## src/rtl/tdp_pkg.sv

```systemverilog
// Shared types and constants for the trial division primality tester.
package tdp_pkg;

    localparam int FIRST_DIVISOR = 2;

    typedef struct packed {
        logic load;
    } tdp_rem_ctl_t;

    typedef struct packed {
        logic done;
        logic zero;
    } tdp_rem_sts_t;

endpackage

```

## src/rtl/tdp_rem.sv

```systemverilog
// Bit-serial restoring remainder unit: one dividend bit per cycle, MSB first.
module tdp_rem
    import tdp_pkg::*;
#(
    parameter int NUM_WIDTH = 16
)
(
    input  logic                 clk,
    input  logic                 rst_n,
    input  tdp_rem_ctl_t         ctl,
    input  logic [NUM_WIDTH-1:0] dividend,
    input  logic [NUM_WIDTH-1:0] divisor,
    output tdp_rem_sts_t         sts
);

    localparam int CNT_W = $clog2(NUM_WIDTH + 1);

    logic [NUM_WIDTH-1:0] shift_reg;
    logic [NUM_WIDTH-1:0] rem_reg;
    logic [NUM_WIDTH-1:0] rem_next;
    logic [NUM_WIDTH-1:0] divisor_reg;
    logic [CNT_W-1:0]     cnt_reg;
    logic                 run_reg;
    logic                 done_reg;
    logic [NUM_WIDTH:0]   trial;

    always_comb
    begin
        trial = {rem_reg, shift_reg[NUM_WIDTH-1]};
        if (trial >= {1'b0, divisor_reg})
        begin
            rem_next = NUM_WIDTH'(trial - {1'b0, divisor_reg});
        end
        else
        begin
            rem_next = trial[NUM_WIDTH-1:0];
        end
    end

    always_ff @(posedge clk or negedge rst_n)
    begin
        if (!rst_n)
        begin
            cnt_reg  <= '0;
            run_reg  <= 1'b0;
            done_reg <= 1'b0;
        end
        else
        begin
            done_reg <= 1'b0;
            if (ctl.load)
            begin
                cnt_reg <= CNT_W'(NUM_WIDTH);
                run_reg <= 1'b1;
            end
            else if (run_reg)
            begin
                cnt_reg <= cnt_reg - CNT_W'(1);
                if (cnt_reg == CNT_W'(1))
                begin
                    run_reg  <= 1'b0;
                    done_reg <= 1'b1;
                end
            end
        end
    end

    always_ff @(posedge clk)
    begin
        if (ctl.load)
        begin
            shift_reg   <= dividend;
            divisor_reg <= divisor;
            rem_reg     <= '0;
        end
        else if (run_reg)
        begin
            shift_reg <= {shift_reg[NUM_WIDTH-2:0], 1'b0};
            rem_reg   <= rem_next;
        end
    end

    assign sts.done = done_reg;
    assign sts.zero = (rem_reg == '0);

endmodule

```

## src/rtl/trial_division_primality.sv

```systemverilog
// Trial division primality tester: top level with the divisor sequencer.
//
// Pulse start while busy is low to test candidate; busy rises in the next cycle and
// stays high until done pulses for one cycle with is_prime_flag. The receiver
// cannot stall, so the result must be taken in that cycle. Divisors run from 2
// upward while divisor squared does not exceed the candidate; each trial runs
// in the bit-serial remainder unit, and the first divisor that leaves no
// remainder ends the test with the candidate found not prime.
module trial_division_primality
    import tdp_pkg::*;
#(
    parameter int NUM_WIDTH = 16
)
(
    input  logic                 clk,
    input  logic                 rst_n,
    input  logic                 start,
    output logic                 busy,
    input  logic [NUM_WIDTH-1:0] candidate,
    output logic                 done,
    output logic                 is_prime_flag
);

    localparam logic [1:0] ST_IDLE  = 2'd0;
    localparam logic [1:0] ST_CHECK = 2'd1;
    localparam logic [1:0] ST_DIV   = 2'd2;

    logic [1:0]           state_reg;
    logic [NUM_WIDTH-1:0] n_reg;
    logic [NUM_WIDTH-1:0] d_reg;
    logic [NUM_WIDTH+1:0] sq_reg;
    logic                 done_reg;
    logic                 flag_reg;
    tdp_rem_ctl_t         rem_ctl;
    tdp_rem_sts_t         rem_sts;

    assign rem_ctl.load = (state_reg == ST_CHECK) && (n_reg >= NUM_WIDTH'(FIRST_DIVISOR))
                          && (sq_reg <= {2'b00, n_reg});

    tdp_rem #(
        .NUM_WIDTH(NUM_WIDTH)
    ) u_rem (
        .clk      (clk),
        .rst_n    (rst_n),
        .ctl      (rem_ctl),
        .dividend (n_reg),
        .divisor  (d_reg),
        .sts      (rem_sts)
    );

    always_ff @(posedge clk or negedge rst_n)
    begin
        if (!rst_n)
        begin
            state_reg <= ST_IDLE;
            done_reg  <= 1'b0;
            flag_reg  <= 1'b0;
        end
        else
        begin
            done_reg <= 1'b0;
            case (state_reg)
                ST_IDLE:
                begin
                    if (start)
                    begin
                        state_reg <= ST_CHECK;
                    end
                end
                ST_CHECK:
                begin
                    if (n_reg < NUM_WIDTH'(FIRST_DIVISOR))
                    begin
                        flag_reg  <= 1'b0;
                        done_reg  <= 1'b1;
                        state_reg <= ST_IDLE;
                    end
                    else if (sq_reg > {2'b00, n_reg})
                    begin
                        flag_reg  <= 1'b1;
                        done_reg  <= 1'b1;
                        state_reg <= ST_IDLE;
                    end
                    else
                    begin
                        state_reg <= ST_DIV;
                    end
                end
                ST_DIV:
                begin
                    if (rem_sts.done)
                    begin
                        if (rem_sts.zero)
                        begin
                            flag_reg  <= 1'b0;
                            done_reg  <= 1'b1;
                            state_reg <= ST_IDLE;
                        end
                        else
                        begin
                            state_reg <= ST_CHECK;
                        end
                    end
                end
                default:
                begin
                    state_reg <= ST_IDLE;
                end
            endcase
        end
    end

    always_ff @(posedge clk)
    begin
        if ((state_reg == ST_IDLE) && start)
        begin
            n_reg  <= candidate;
            d_reg  <= NUM_WIDTH'(FIRST_DIVISOR);
            sq_reg <= (NUM_WIDTH + 2)'(FIRST_DIVISOR * FIRST_DIVISOR);
        end
        else if ((state_reg == ST_DIV) && rem_sts.done)
        begin
            d_reg  <= d_reg + NUM_WIDTH'(1);
            sq_reg <= sq_reg + {1'b0, d_reg, 1'b1};
        end
    end

    assign busy          = (state_reg != ST_IDLE);
    assign done          = done_reg;
    assign is_prime_flag = flag_reg;

endmodule
```

## config.mk

```make
export PLATFORM = sky130hd
export DESIGN_NAME = trial_division_primality
export DESIGN_NICKNAME = d
export VERILOG_FILES = /design/src/rtl/tdp_pkg.sv /design/src/rtl/tdp_rem.sv /design/src/rtl/trial_division_primality.sv
export SDC_FILE = /design/constraint.sdc
export NUM_CORES = 1
export LEC_CHECK = 0
export BUFFER_PORTS_ARGS = -buffer_cell sky130_fd_sc_hd__buf_2
export CAP_MARGIN = 5
export CORE_AREA = 8 8 155 157
export DETAILED_ROUTE_END_ITERATION = 12
export DIE_AREA = 0 0 163 165
export GPL_TIMING_DRIVEN = 1
export SETUP_SLACK_MARGIN = 0.5
export SLEW_MARGIN = 25
export SYNTH_ARGS = -nofsm -noshare
export SYNTH_HDL_FRONTEND = slang
export SYNTH_SLANG_ARGS = --single-unit
```

## constraint.sdc

```tcl
create_clock -name clk -period 4.9 [get_ports clk]
set_input_delay 0.245 -clock clk [delete_from_list [all_inputs] [get_ports clk]]
set_output_delay 0.245 -clock clk [all_outputs]
set_load 0.005 [all_outputs]
```

# Word level (Yosys, flattened, before mapping)
# Index checks and enable logic that the tools add are counted.
word_totals:
  in_bits: 19
  register_bits: 109
  output_inout_bits: 3
  wordCells: 66
op_classes:
  n_eq_ne: 7
  magnitude_cmp: 5
  muxes: 27
  reduce_logical: 11
  add_sub_neg: 4
ops:
  columns: ["op", "count"]
  rows:
  - ["16-bit two-way mux", 3]
  - ["18-bit by 17-bit adder with 18-bit output", 1]
  - ["18-bit by 16-bit greater-than comparator with 1-bit output", 1]
  - ["18-bit by 16-bit less-or-equal comparator with 1-bit output", 1]
  - ["17-bit by 16-bit greater-or-equal comparator with 1-bit output", 1]
  - ["16-bit by 1-bit adder with 16-bit output, second input constant", 1]
  - ["16-bit by 2-bit greater-or-equal comparator with 1-bit output, second input constant", 1]
  - ["16-bit logical NOT", 1]
  - ["16-bit by 2-bit less-than comparator with 1-bit output, second input constant", 1]
  - ["16-bit subtractor", 1]
  - ["1-bit two-way mux", 15]
  - ["5-bit two-way mux", 2]
  - ["2-bit two-way mux", 4]
  - ["2-bit one-hot mux with 3 select lines", 1]
  - ["2-bit nonzero test", 3]
  - ["5-bit by 1-bit == test with 1-bit output, second input constant", 1]
  - ["5-bit by 1-bit subtractor with 5-bit output, second input constant", 1]
  - ["1-bit logical AND", 4]
  - ["2-bit inequality test, second input constant", 2]
  - ["1-bit one-hot mux with 2 select lines", 2]
  - ["4-bit AND reduction", 1]
  - ["3-bit by 1-bit inequality test with 1-bit output, second input constant", 1]
  - ["2-bit by 1-bit == test with 1-bit output, second input constant", 1]
  - ["2-bit == test, second input constant", 1]
  - ["3 further kinds", 3]

# Logic depth before layout (Yosys ltp)
# Gate-level depths: netlist of run 1.
logic_depth:
  word_depth: 4
  depth_mapped: 12
  depth_no_buf: 11

# Cells and area by module
# From an unflattened synthesis of run 1, not the netlist that was laid out.
hier_totals:
  hier_cells: 678
  area_unflattened_um2: 6502.5
modules_own_cells:
  columns: ["mod", "cells_per_inst", "seq_area_each_um2", "area_each_um2", "instances"]
  rows:
  - ["trial_division_primality", 370, 1261.2, 3286.9, 1]
  - ["tdp_rem", 308, 1456.4, 3215.6, 1]

# Worst setup path before layout of run 1
# OpenSTA, ideal clock, no wires.
synth_timing:
  kind: "flip-flop to flip-flop"
  start: "register n_reg[3]"
  end: "register u_rem.divisor_reg[0], enable pin"
  setup_ns: 0.388
  slack_ns: 2.176
  arrival_time_ns: 2.336
  path_buffers: 1
  stages_incl_launch_ff: 11
  cell_sequence: "edfxtp_1 > inv_1 > ha_1 > a21o_1 > a21o_1 > a211oi_1 > o211a_1 > or2_1 > nand3_2 > inv_2 > clkbuf_1"
synth_via:
  elab_chain_len: 3
  word_cells_on_any_way: 4
synth_lines:
  columns: ["element", "line", "rtl"]
  rows:
  - ["start, declared", "trial_division_primality.sv:29", "logic [NUM_WIDTH-1:0] n_reg;"]
  - ["start signal, assigned", "trial_division_primality.sv:117", "n_reg <= candidate;"]
  - ["16-bit by 2-bit greater-or-equal comparator with 1-bit output", "trial_division_primality.sv:37", "assign rem_ctl.load = (state_reg == ST_CHECK) && (n_reg >= NUM_WIDTH'(FIRST_DIVISOR))"]
  - ["1-bit logical AND", "trial_division_primality.sv:37", null]
  - ["1-bit logical AND (*)", "trial_division_primality.sv:38", "&& (sq_reg <= {2'b00, n_reg});"]
  - ["net rem_ctl", "trial_division_primality.sv:34", "tdp_rem_ctl_t rem_ctl;"]
  - ["end signal, assigned", "tdp_rem.sv:73", "divisor_reg <= divisor;"]
  - ["end, declared", "tdp_rem.sv:21", "logic [NUM_WIDTH-1:0] divisor_reg;"]
# Mark *: on every way through the listed nets, which the timed path passes. The rest lies on a longest branch.
# A chain may end at the register's enable or synchronous reset.

# Worst setup path in the final report of run 1
layout_timing:
  start: "register n_reg[3]"
  end: "register u_rem.divisor_reg[2], enable pin"
layout_via:
  elab_chain_len: 3
  word_cells_on_any_way: 4
layout_lines:
  columns: ["element", "line"]
  rows:
  - ["16-bit by 2-bit greater-or-equal comparator with 1-bit output", "trial_division_primality.sv:37"]
  - ["1-bit logical AND", "trial_division_primality.sv:37"]
  - ["1-bit logical AND (*)", "trial_division_primality.sv:38"]
# Every way passes the cells marked *; elsewhere a longest branch is shown, timed or not.

==> results.toml, run 1 <==
[status]
status = "finished, final reports clean"

[setup_path]
critical_path_class = "reg2reg"
cp_common_cell = "a21o_1"
reg2reg_from = "n_reg[3]"
worstReg2RegEnd = "u_rem.divisor_reg[2]"
crit_arrival_ps = 3050
crit_fanout = 32
crit_buf_inv = 3
reg2reg_slack_ps = 1870
crit_chain = "inv_1 > ha_1 > a21o_1 > a21o_1 > a211oi_1 > o211a_1 > or2_1 > nand3_2 > inv_2 > buf_4"
critPathRequiredTime_ps = 4910
worstRegToRegCells = 10
critPathMaxStageDelay_ps = 450
crit_family = "buffers and inverters"
startpoint_type = "flop"
critPathSlowestCell = "buf_4"
crit_path_end_kind = "flop"

[grt]
grt_pass1_wl_um = 23110
grtUsageMet1 = 0.1407
grt_max_degree = 36
first_global_vias = 4540
grt.busiest_layer = "met2"
grt_overflow = 0
grtUsageMet2 = 0.1714
use_met3 = 0.02094
grt_usage = 0.1069
grt_antenna_before_repair = 0

[finish]
drive_above_1_share = 0.1076
multiInputGateArea_um2 = 3401
nFillCells = 2233
final_common_cell = "nand2_1"
layout.nets = 759
fin_util = 0.3312
ff_latch_area_um2 = 2718
mostFrequentLayoutCells = "66 x nand2_1, 55 x ha_1, 54 x nor2_1, 50 x dfxtp_1"
largest_reg_flops = 18
diodes = 0
syn_to_final_growth_pct = 11.38

[pwr]
power_density_nw_per_um2 = 578.5
p_leak_nw = 2.935
ir_drop_mv = 0.2510

[drt]
vias = 4814
avgRoutedWirePerCell_um = 14.49
dr.pass1.iters = 5
route.detailed.drc = 0
drt_iter0_markers = 270
drt-total-wl_um = 14020
ant_nets = 0
viasPerCell = 4.973

[sta]
final.setup.worst_slack_ps = 1865
finalCritPeriodShare = 0.6193
skew_ps = 6.414
post-route-min-period_ps = 3035
relSlewSlack = 0.3890
grt_setup_unrepaired = "false"
hold_viol_final = 0
tightest_slew_ps = 914.3
fmax_ghz = 0.3295
setup_viol_count_final = 0
fin_setup_tns_ps = 0
drv_slew = 0

[place]
gp_congestion = 0.8359
place.detailed.hpwl_um = 10420
io_buffers = 21
dp_slack_ps = 1902

[clocking]
cts_tree = "built"
cts_resized = 0
clockBufferDepth = 2
cts.htree.levels = 3
clk_latency_ps = 350
cts.clk_slew.worst_paths_ps = 70
clockRootBuffer = "clkbuf_16"
numClockSinks = 109
cts_buffers = 9

[synth]
synth_cells = 665
synth_nets = 741
ys_types = 69
yosys_warnings = 0
ys_seq_area_frac = 0.4253
postSynthAreaPerCell_um2 = 9.609
synth-async-reset-ratio = 0.1009
ys_seq_elements = 109
synth_edf_count = 48
synth_area_um2 = 6390
synthFlopType = "dfxtp_1"

[floorplan]
start_util = 0.2974
die_h_um = 165
dieArea_um2 = 26900
dieWidth_um = 163
fp-row-count = 54
core_um2 = 21490
ios = 22

[hold_path]
min_path_type = "in2reg"
min_to = "n_reg[8]"
min_from = "candidate[8]"
hold_path_depth = 1

[run]
maxCapViolCount = 0
what timing repair did:
item / CTS / global route
hold buffers: 1 / 0
setup buffers: 0 / 0
hold endpoints to repair: 11 / 0
cell usage after synthesis (4+ instances only):
| master | n | area (um2) |
|---|---|---|
| nand2_1 | 66 | 247.7 |
| a21o_1 | 14 | 105.1 |
| o21ai_0 | 29 | 145.1 |
| a211oi_1 | 7 | 52.55 |
| a21oi_1 | 43 | 215.2 |
| buf_2 | 6 | 30.03 |
| nor2b_1 | 8 | 50.05 |
| dfrtp_1 | 11 | 275.3 |
| a311oi_1 | 5 | 43.79 |
| dfxtp_1 | 50 | 1001 |
| inv_1 | 47 | 176.4 |
| nor2_1 | 54 | 202.7 |
| xor2_1 | 16 | 140.1 |
| nor3_1 | 16 | 80.08 |
| nor4_1 | 12 | 75.07 |
| ha_1 | 55 | 688.2 |
| mux2_2 | 16 | 180.2 |
| nand3_1 | 16 | 80.08 |
| clkbuf_1 | 7 | 26.28 |
| buf_1 | 4 | 15.01 |
| o21a_1 | 10 | 75.07 |
| nand4_1 | 13 | 81.33 |
| a31oi_1 | 5 | 31.28 |
| edfxtp_1 | 48 | 1441 |
| o211ai_1 | 4 | 30.03 |
| o31a_1 | 4 | 35.03 |
| or3_1 | 9 | 56.30 |
| and3_1 | 5 | 31.28 |
| xnor2_1 | 19 | 166.4 |
| a311oi_2 | 7 | 105.1 |
| and2_1 | 4 | 25.02 |
where the power goes:
part | switching (mW) | internal, mW | leakage, nW | total (mW)
clock | 0.324 | 0.463 | 0.159 | 0.787
sequential | 0.166 | 1.27 | 1.02 | 1.43
combinational | 1.10 | 0.800 | 1.76 | 1.90
through the flow:
step                total power, mW  hold slack (ps)  std cells  instance area [um2]
floorplan                     2.948           -50.59        665                 6390
global placement              3.326            125.4        951                 6788
detailed placement            3.340            130.2        951                 6788
CTS                           4.148            50.13        968                 7117
global route                  4.441            51.13        968                 7117
finish                        4.117            62.79        968                 7117
cells by family (layout without fill, tap and decap cells):
logic type / count (synthesis) / count (layout) / synth area share
adders and majority gates: 57 / 57 / 0.1140
xor gates and xnor gates: 35 / 35 / 0.04797
DFF: 109 / 109 / 0.4253
muxes: 16 / 16 / 0.02820
buffers and inverters: 68 / 91 / 0.04249
AOI/OAI and AO/OA: 159 / 159 / 0.1737
and+or+nand+nor: 221 / 221 / 0.1684
worst max-delay path by stage:
stage	endpoint	cells after the start	startpoint	slack [ps]
after CTS	u_rem.divisor_reg[6]	10	n_reg[3]	1880
after global placement	u_rem.divisor_reg[5]	10	n_reg[3]	1940
final	u_rem.divisor_reg[2]	10	n_reg[3]	1870
after global routing	is_prime_flag	12	n_reg[3]	1670
after floorplan	u_rem.divisor_reg[0]	10	n_reg[3]	2180
after detailed placement	u_rem.divisor_reg[6]	10	n_reg[3]	1900
metal layers:
layer / up-vias / wire (um) / part of all wire
met2: 66 / 6535 / 0.47
met3: 24 / 342 / 0.024
li1: 2462 / - / -
met1: 2262 / 6860 / 0.49
met4: 0 / 285 / 0.020
met5: - / 0 / 0
worst reg2reg max path: cells and delay by family (launching register included):
| family | cells | cell delay [ps] |
|---|---|---|
| buffers and inverters | 3 | 920 |
| adders and majority gates | 1 | 300 |
| DFF | 1 | 380 |
| AOI/OAI and AO/OA | 4 | 760 |
| and+or+nand+nor | 2 | 330 |
layout make-up:
type                    instances  area share
multi-input cells             488      0.4778
flip-flops and latches        109      0.3819
well taps                     280     0.04923
clock buffers                  12     0.03463
inverters                      49     0.02584
repair buffers                 26     0.02039
clock inverters                 4     0.01020
Power figures use the tool's default switching activity.
==> inputs of run 2 (changes only) <==
- ABC_AREA: unset -> 1
- CORE_AREA: 8 8 155 157 -> 8 8 163 165
- DIE_AREA: 0 0 163 165 -> 0 0 171 173
- clock period: 4.9 -> 2.7 ns (I/O delays scaled with it)
==> run 2 against run 1 <==
Net effect: combinational power increased by 120%; utilization increased by 0.66 points; cell area increased by 14%; cell count increased by 35%; clock power increased by 68%; synthesized cell count increased by 40%; worst hold slack improved by 99 ps; clock skew increased by 3.6 ps; sequential share of layout area decreased by 4.6 points; global-route usage increased by 0.42 points; critical endpoint is now u_rem.shift_reg[9]; largest power group unchanged.
==> results.toml, run 2 <==
[grt]
grt_overflow = 0
grt_antenna_before_repair = 0
grt_usage = 0.1111
first_global_vias = 5605
grt_max_degree = 41
grt_pass1_wl_um = 26880

[setup_path]
crit_fanout = 17
critPathRequiredTime_ps = 2770
reg2reg_slack_ps = 610
startpoint_type = "flop"
crit_path_end_kind = "flop"
critical_path_class = "reg2reg"
crit_arrival_ps = 2150

[synth]
synthXorXnorAreaFrac = 0.02113
synthFlopType = "dfxtp_1"
yosysTopAreaCell = "edfxtp_1"
synth_compound_area_frac = 0.1019
postSynthAreaPerCell_um2 = 7.546
yosysMostFrequentCell = "nand2_1"
ys_seq_elements = 109
synth_cells = 934
synth-simple-area-share = 0.2867
synth.top_cells.by_area = "edfxtp_1 20%, dfxtp_1 14%, nand2_1 13%"
yosysTopAreaCellShare = 0.2045
synth_top_family_by_area = "simple AND/OR/NAND/NOR gates"
ys_types = 45
synth-async-reset-ratio = 0.1009
synthMuxAreaShare = 0
synth_common_cells = "237 x nand2_1, 157 x inv_1, 91 x nand3_1"
ys_seq_area_frac = 0.3856
yosys_warnings = 0
synthAdderAreaFrac = 0.1033
synth_edf_count = 48
synth_nets = 1010
synth_area_um2 = 7048

[drt]
viasPerCell = 4.550
drt_iter0_markers = 337
ant_nets = 0
drt-total-wl_um = 16290
vias = 5924
dr.pass1.iters = 7
route.detailed.drc = 0
avgRoutedWirePerCell_um = 12.51

[sta]
hold_viol_final = 0
drv_slew = 0
setup_viol_count_final = 0
grt_setup_unrepaired = "true"
post-route-min-period_ps = 2086
final.setup.worst_slack_ps = 613.6
relSlewSlack = 0.4176
finalCritPeriodShare = 0.7728
fin_setup_tns_ps = 0
skew_ps = 9.972
fmax_ghz = 0.4793
tightest_slew_ps = 872.6

[pwr]
p_leak_nw = 3.981
finalPower_mw = 8.061
pwr-share-comb = 0.520
netSwitchingFraction = 0.4383
ir_drop_mv = 0.4599
internal-power_mw = 4.528
p_clk_frac = 0.163
switchingPower_mw = 3.533
power_density_nw_per_um2 = 995.7
pwr-share-seq = 0.317

[place]
dp_slack_ps = 502.2
io_buffers = 21
place.detailed.hpwl_um = 12240
gp_congestion = 0.9340

[finish]
largest_reg_flops = 18
mostFrequentLayoutCells = "237 x nand2_1, 156 x inv_1, 91 x nand3_1, 54 x ha_1, 52 x nor2_1"
layout.nets = 1049
diodes = 0
nFillCells = 2574
final_common_cell = "nand2_1"
drive_above_1_share = 0.1012
fin_util = 0.3378
syn_to_final_growth_pct = 14.86

[hold_path]
min_path_type = "in2async"

[clocking]
clk_latency_ps = 360
cts_buffers = 9
cts_tree = "built"
cts.clk_slew.worst_paths_ps = 80
clockBufferDepth = 2
cts.htree.levels = 3
numClockSinks = 109
clockRootBuffer = "clkbuf_16"

[floorplan]
core_um2 = 23960
dieWidth_um = 171
fp-row-count = 57
ios = 22
die_h_um = 173
dieArea_um2 = 29580
start_util = 0.2941

[run]
maxCapViolCount = 0

[status]
status = "finished, final reports clean"
## run 2: cell types whose count changed after synthesis, sizes merged, moves of 8 or more
cell / delta
mux2: -16
xnor2: -13
o21ai: +22
nand3: +80
nand2: +181
a21o: -11
inv: +112
or3: -9
o21bai: +10
a311oi: -12
nor4: -10
nor2b: -8
## run 2: worst max-delay path, cell delays in order, from the launching register on
cell	delay, ps
edfxtp_1	390
inv_1	120
ha_1	260
nand2_1	140
a21oi_1	60
nor2_1	110
nand3_1	100
nand2_1	70
nand2_1	40
nand2_1	100
nand2_2	110
nand2_1	120
buf_12	170
## run 2: kinds of logic (layout without fill, tap and decap cells)
logic type,after synthesis,count (layout)
xor+xnor,17,17
buf+inv,180,223
simple gates,446,447
compound gates,125,125
fa+ha+maj,57,57
flops,109,109
## run 2: path summary, 6_finish.rpt
check	end	depth (start not counted)	start
max in group asynchronous	u_rem.done_reg	2	rst_n
min in group clk	state_reg[1]	4	start
max	u_rem.shift_reg[9]	12	n_reg[9]
min	state_reg[1]	2	rst_n
max reg2reg	u_rem.shift_reg[9]	12	n_reg[9]
min reg2reg	is_prime_flag	2	is_prime_flag
## run 2: metal layers
metal	wire, um	GRT usage	share of wire
met5	0	0	0
met1	7758	0.1397	0.48
met3	446	0.02300	0.027
met2	7732	0.1861	0.47
met4	352	0.03588	0.022
## run 2: repair_timing
item,in CTS,in global routing
buffers inserted,0,2
pin swaps,0,5
gates resized for setup,1,21
hold buffers,17,0
endpoints found under the setup margin,1,78
gates cloned,0,1
endpoints found under the hold margin,27,0
## run 2: per-stage QoR
stage / cell area (um2) / hold slack (ps) / instances
floorplan: 7048 / -160.6 / 934
global placement: 7510 / 18.29 / 1266
detailed placement: 7510 / 17.73 / 1266
CTS: 7975 / 155.9 / 1299
global route: 8095 / 178.8 / 1302
finish: 8095 / 162.3 / 1302
## run 2: power by group through the flow
stage,logic (mW),registers [mW],clock network [mW]
finish,4.19,2.55,1.32
global route,4.77,2.60,1.43
CTS,4.01,2.56,1.37
detailed placement,3.99,2.59,0
global placement,3.92,2.58,0
floorplan,3.27,2.50,0
## run 2: cell type report
cell class | count | area (um2) | area share
Clock inverter | 5 | 42.54 | 0.005255
Clock buffer | 11 | 252.7 | 0.03122
Tap cell | 324 | 405.4 | 0.05008
Multi-Input combinational cell | 646 | 3664 | 0.4526
Inverter | 160 | 600.6 | 0.07419
Sequential cell | 109 | 2718 | 0.3357
Timing Repair Buffer | 47 | 412.9 | 0.05100
